## src/hw/rtl/lrs_pkg.sv

```systemverilog
package lrs_pkg;

    // Request operation codes
    localparam logic [1:0] OP_INSERT = 2'd0;
    localparam logic [1:0] OP_REMOVE = 2'd1;
    localparam logic [1:0] OP_TOUCH  = 2'd2;
    localparam logic [1:0] OP_LOOKUP = 2'd3;

    // Field widths fixed by the item format
    localparam int OP_W   = 2;
    localparam int WAY_W  = 3;
    localparam int RANK_W = 3;
    localparam int CNT_W  = 4;

    // Per-cycle move command broadcast to every cell
    typedef struct packed {
        logic push_all;      // every cell takes its upper neighbor (insert)
        logic push_to_pos;   // cells at or above pos take upper neighbor (touch)
        logic pull_from_pos; // cells at or below pos take lower neighbor (remove)
    } cell_ctrl_t;

endpackage

```

## src/hw/rtl/lrs_cell.sv

```systemverilog
module lrs_cell #(
    parameter int CELL_INDEX = 0,
    parameter int IDX_W      = 3
) (
    input  logic                      clk,
    input  lrs_pkg::cell_ctrl_t       ctrl,
    input  logic [IDX_W-1:0]          pos,
    input  logic [lrs_pkg::CNT_W-1:0] count,
    input  logic [lrs_pkg::WAY_W-1:0] req_way,
    input  logic [lrs_pkg::WAY_W-1:0] prev_way,
    input  logic [lrs_pkg::WAY_W-1:0] next_way,
    output logic [lrs_pkg::WAY_W-1:0] way,
    output logic [lrs_pkg::WAY_W-1:0] way_after,
    output logic                      hit
);
    import lrs_pkg::*;

    logic [WAY_W-1:0] way_reg;
    logic [WAY_W-1:0] way_next;
    logic             listed;
    logic             at_or_above;
    logic             at_or_below;

    // Only cells inside the fill level hold a listed way
    assign listed      = (CELL_INDEX < count);
    assign hit         = listed && (way_reg == req_way);
    assign at_or_above = (CELL_INDEX <= pos);
    assign at_or_below = (CELL_INDEX >= pos);

    // Move select: from the front neighbor, from the back neighbor, or hold
    always_comb
    begin
        way_next = way_reg;
        if (ctrl.push_all || (ctrl.push_to_pos && at_or_above))
        begin
            way_next = prev_way;
        end
        else if (ctrl.pull_from_pos && at_or_below)
        begin
            way_next = next_way;
        end
    end

    always_ff @(posedge clk)
    begin
        way_reg <= way_next;
    end

    assign way       = way_reg;
    assign way_after = way_next;

endmodule

```

## src/hw/rtl/lru_recency_stack_core.sv

```systemverilog
// A request's result is registered at the edge that accepts it and is on the ports,
// marked by done, during the following cycle.
// Throughput: one request per cycle; busy stays low, and the cell row updates at the edge that accepts the request.
// Reset (rst_n, async, active low) empties the stack and clears done;
// cell contents are not reset. The receiver cannot stall results.
module lru_recency_stack_core #(
    parameter int WAYS = 8
) (
    input  logic                       clk,
    input  logic                       rst_n,
    input  logic                       start,
    output logic                       busy,
    input  logic [lrs_pkg::OP_W-1:0]   operation,
    input  logic [lrs_pkg::WAY_W-1:0]  way,
    output logic                       done,
    output logic                       found,
    output logic [lrs_pkg::RANK_W-1:0] rank,
    output logic [lrs_pkg::WAY_W-1:0]  lru_way,
    output logic [lrs_pkg::CNT_W-1:0]  entry_count,
    output logic                       error
);
    import lrs_pkg::*;

    localparam int IDX_W = (WAYS > 1) ? $clog2(WAYS) : 1;

    logic [WAY_W-1:0]  cell_way   [WAYS];
    logic [WAY_W-1:0]  cell_after [WAYS];
    logic [WAY_W-1:0]  cell_prev  [WAYS];
    logic [WAY_W-1:0]  cell_next  [WAYS];
    logic [WAYS-1:0]   hit_vec;

    cell_ctrl_t        ctrl;
    logic              accept;
    logic              hit;
    logic              full;
    logic [IDX_W-1:0]  pos;
    logic [IDX_W+RANK_W-1:0] pos_ext;
    logic [CNT_W-1:0]  count_reg;
    logic [CNT_W-1:0]  count_next;
    logic              err_now;
    logic [WAY_W-1:0]  lru_now;

    logic              done_reg;
    logic              found_reg;
    logic [RANK_W-1:0] rank_reg;
    logic [WAY_W-1:0]  lru_reg;
    logic              error_reg;

    assign busy   = 1'b0;
    assign accept = start && !busy;

    // Row of cells, neighbor links
    for (genvar i = 0; i < WAYS; i++)
    begin : g_cell
        if (i == 0)
        begin : g_front
            assign cell_prev[i] = way;
        end
        else
        begin : g_mid
            assign cell_prev[i] = cell_way[i-1];
        end
        if (i == WAYS - 1)
        begin : g_back
            assign cell_next[i] = cell_way[i];
        end
        else
        begin : g_inner
            assign cell_next[i] = cell_way[i+1];
        end

        lrs_cell #(
            .CELL_INDEX (i),
            .IDX_W      (IDX_W)
        ) u_cell (
            .clk       (clk),
            .ctrl      (ctrl),
            .pos       (pos),
            .count     (count_reg),
            .req_way   (way),
            .prev_way  (cell_prev[i]),
            .next_way  (cell_next[i]),
            .way       (cell_way[i]),
            .way_after (cell_after[i]),
            .hit       (hit_vec[i])
        );
    end

    // Position of the matching cell; listed ways are distinct, so at most one hits
    always_comb
    begin
        pos = '0;
        for (int i = 0; i < WAYS; i++)
        begin
            if (hit_vec[i])
            begin
                pos = pos | IDX_W'(i);
            end
        end
    end

    assign hit     = |hit_vec;
    assign full    = (count_reg >= WAYS);
    assign pos_ext = {{RANK_W{1'b0}}, pos};

    // Decode request into cell moves and the new fill level
    always_comb
    begin
        ctrl       = '0;
        count_next = count_reg;
        err_now    = 1'b0;
        if (accept)
        begin
            unique case (operation)
                OP_INSERT:
                begin
                    if (hit || full)
                    begin
                        err_now = 1'b1;
                    end
                    else
                    begin
                        ctrl.push_all = 1'b1;
                        count_next    = count_reg + CNT_W'(1);
                    end
                end
                OP_REMOVE:
                begin
                    if (hit)
                    begin
                        ctrl.pull_from_pos = 1'b1;
                        count_next         = count_reg - CNT_W'(1);
                    end
                end
                OP_TOUCH:
                begin
                    ctrl.push_to_pos = hit;
                end
                OP_LOOKUP:
                begin
                end
                default:
                begin
                end
            endcase
        end
    end

    // Last listed way after the update; 0 when empty
    always_comb
    begin
        lru_now = '0;
        for (int i = 0; i < WAYS; i++)
        begin
            if ((i + 1) == count_next)
            begin
                lru_now = lru_now | cell_after[i];
            end
        end
    end

    always_ff @(posedge clk or negedge rst_n)
    begin
        if (!rst_n)
        begin
            count_reg <= '0;
            done_reg  <= 1'b0;
        end
        else
        begin
            count_reg <= count_next;
            done_reg  <= accept;
        end
    end

    // Result registers
    always_ff @(posedge clk)
    begin
        if (accept)
        begin
            found_reg <= hit;
            rank_reg  <= pos_ext[RANK_W-1:0];
            lru_reg   <= lru_now;
            error_reg <= err_now;
        end
    end

    assign done        = done_reg;
    assign found       = found_reg;
    assign rank        = rank_reg;
    assign lru_way     = lru_reg;
    assign entry_count = count_reg;
    assign error       = error_reg;

endmodule
```

## config.mk

```make
export PLATFORM = sky130hd
export DESIGN_NAME = lru_recency_stack_core
export DESIGN_NICKNAME = d
export VERILOG_FILES = /design/src/hw/rtl/lrs_pkg.sv /design/src/hw/rtl/lrs_cell.sv /design/src/hw/rtl/lru_recency_stack_core.sv
export SDC_FILE = /design/constraint.sdc
export NUM_CORES = 1
export LEC_CHECK = 0
export BUFFER_PORTS_ARGS = -buffer_cell sky130_fd_sc_hd__clkbuf_2
export CAP_MARGIN = 20
export CELL_PAD_IN_SITES_DETAIL_PLACEMENT = 1
export CELL_PAD_IN_SITES_GLOBAL_PLACEMENT = 1
export CORE_AREA = 8 8 99 83
export CTS_BUF_LIST = sky130_fd_sc_hd__clkbuf_16
export CTS_CLUSTER_SIZE = 40
export DETAILED_ROUTE_END_ITERATION = 8
export DIE_AREA = 0 0 107 91
export PLACE_DENSITY = 0.72
export SLEW_MARGIN = 20
export SYNTH_ARGS = -nofsm -noshare
export SYNTH_HDL_FRONTEND = slang
export SYNTH_HIERARCHICAL = 1
export SYNTH_SLANG_ARGS = --single-unit
```

## constraint.sdc

```tcl
create_clock -name clk -period 4.06 [get_ports clk]
set_input_delay 0.203 -clock clk [delete_from_list [all_inputs] [get_ports clk]]
set_output_delay 0.203 -clock clk [all_outputs]
set_load 0.05 [all_outputs]
```

==> out/qor.yml <==
yosys:
  synthDistinctLibCells: 67
  netlist_area_um2: 2750
  postSynthAreaPerCell_um2: 10.2
  yosysMostFrequentCell: "dfxtp_1"
  async_flop_share_pct: 13.5
  yosys_most_used_dff: "dfxtp_1"
  synth_edf_count: 8
  synth_nets: 278
  yosys_warnings: 6
  seq_area_frac_synth_pct: 30.8
  syn-instance-count: 268
  yosys.area.top_type: "dfxtp_1"
  synthTopCellsByCount: "dfxtp_1, xor2_1, o21ai_0, nor2_1, mux2_4"
  synth_top_area_share_pct: 17.5
  synth-seq-cells: 37
  synth_area_leaders: "dfxtp_1, edfxtp_1, mux2_4"
sta:
  slew_violations: 0
  setup_violations: 0
  hold_violations: 0
  finalCritPeriodShare_pct: 92.0
  layout_setup_ws_ns: 0.323
  rsz0062_at_grt: "false"
  slew_headroom_pct: 35.2
  fmax_ghz: 0.268
  timing.hold.ws_ns: 0.285
  fin_skew_ns: 0.00651
  worst_pin_slew_ns: 0.970
  finalCriticalPeriod_ns: 3.74
  tns_ns: 0
finish:
  multi_input_area_um2: 1840
  n_fill_cell: 746
  regArea_um2: 846
  drive_gt1_share_pct: 29.9
  areaGrowthSynthToFinish_pct: 18.1
  diodes: 0
  nets: 320
  final_util_pct: 48.7
  largest_reg_flops: 24
critical_path:
  crit_path_max_fanout: 18
  r2r-end: "lru_way[1]$_DFFE_PP_"
  crit_type: "flop to flop"
  reg2reg_from: "entry_count[3]$_DFF_PN0_"
  cp-end-kind: "flop"
  critPathLaunchType: "flop"
  reg2reg_depth: 12
  required_ns: 4.05
  rrSetupSlack_ns: 0.32
  critPathArrivalTime_ns: 3.73
detailed_routing:
  first_pass_iters: 5
  wl_per_cell_um: 23.1
  routed-via-count: 2462
  postRouteAntennaNets: 0
  drt_iter0_drc: 175
  drc: 0
  vias_per_cell: 6.19
  drt-total-wl_um: 9200
grt:
  antenna_found_initial: 0
  gr-total-overflow: 0
  grt_pass1_vias: 2476
  grt_pass1_wl_um: 14600
  track_usage_pct: 19.0
  grt_max_degree: 19
floorplanning:
  core_area_um2: 6660
  start_util_pct: 41.3
  io_pins: 22
  dieArea_um2: 9740
  fp.dieH_um: 91
  row_count: 27
  die_w_um: 107
clocking:
  clock_latency_ns: 0.28
  htreeDepth: 2
  clock_sinks: 37
  path_clk_slew_ns: 0.06
  cts_buffers: 5
  cts_max_path_buffers: 2
  cts_tree: "built"
  cts-root-buf: "clkbuf_16"
hold_path:
  hp-class: "input port to asynchronous set/reset pin"
place:
  pre_cts_ws_ns: 0.0168
  gp_congestion: 0.891
  port_buffers: 20
  hpwl_um: 7120
run:
  max_cap_viol_count: 0
status:
  status: "complete, no violations"
cells in the final DEF, fill, tap and decap left out, types with 7 or more instances in the layout:
master     n
buf_4     19
edfxtp_1   8
nand3_1    7
clkbuf_2  20
o21ai_0   15
a21oi_1    8
dfxtp_1   24
inv_1      8
mux2_4    12
nor2_1    13
a31oi_1   10
o211a_1    7
xor2_1    20
nor4b_1    7
metrics by stage:
step	std cells	cell area (µm²)
global placement	387	3050
floorplan	268	2760
detailed placement	387	3050
global route	398	3240
CTS	396	3220
finish	398	3240
kinds of logic (layout without fill, tap and decap cells):
group	count (synthesis)	after routing	share of synthesized area, %
AO/OA/AOI/OAI	84	84	24.4
other	1	1	0.137
XOR/XNOR	24	24	7.65
AND/OR/NAND/NOR	79	79	20.7
buffers and inverters	14	57	2.87
adder cells (fa/ha/maj)	2	2	0.911
flip-flops	37	37	30.8
multiplexers	27	27	12.6
final cells by class:
type | count | area share [%]
multi-input combinational | 217 | 56.8
sequential | 37 | 26.1
timing repair buffer | 40 | 7.79
clock buffer | 6 | 4.63
tap | 87 | 3.36
inverter | 9 | 1.12
clock inverter | 2 | 0.231
worst max-delay path: stages (launching register included):
cell and delay, ns:
dfrtp_1 0.48, a211oi_1 0.33, nor4_1 0.13, buf_4 0.16
nor4_4 0.37, inv_4 0.07, buf_4 0.23, or3_1 0.39
a21oi_2 0.22, mux2_2 0.36, nor4b_1 0.14, o21ai_0 0.34
nand4_1 0.20
how the worst max path moves through the flow:
stage,from,endpoint,slack [ns],depth (start not counted)
finish,entry_count[3]$_DFF_PN0_,lru_way[1]$_DFFE_PP_,0.32,12
detailed placement,entry_count[3]$_DFF_PN0_,lru_way[1]$_DFFE_PP_,0.02,12
global placement,entry_count[0]$_DFF_PN0_,lru_way[1]$_DFFE_PP_,0.09,12
CTS,entry_count[1]$_DFF_PN0_,lru_way[1]$_DFFE_PP_,0.08,11
floorplan,entry_count[0]$_DFF_PN0_,lru_way[0]$_DFFE_PP_,0.13,10
global route,entry_count[3]$_DFF_PN0_,lru_way[1]$_DFFE_PP_,0.16,12
per-layer routing:
metal | global-route usage [%] | vias up | part of all wire [%]
li1 | - | 1141 | -
met1 | 28.6 | 1230 | 50
met2 | 26.9 | 80 | 43
met3 | 3.25 | 11 | 5.9
met4 | 4.56 | 0 | 1.1
met5 | 0 | - | 0
timing repair:
| item | in CTS | in global routing |
|---|---|---|
| pin swaps | 0 | 1 |
| gates resized for setup | 1 | 1 |
| endpoints found under the hold margin | 5 | 0 |
| hold buffers | 1 | 0 |
| setup buffers | 0 | 2 |
| endpoints found under the setup margin | 1 | 3 |
| gates cloned | 0 | 0 |
Power is left out: the tool's default activity adds up to more than one toggle a clock period on the data nets, which glitch-free logic cannot reach.
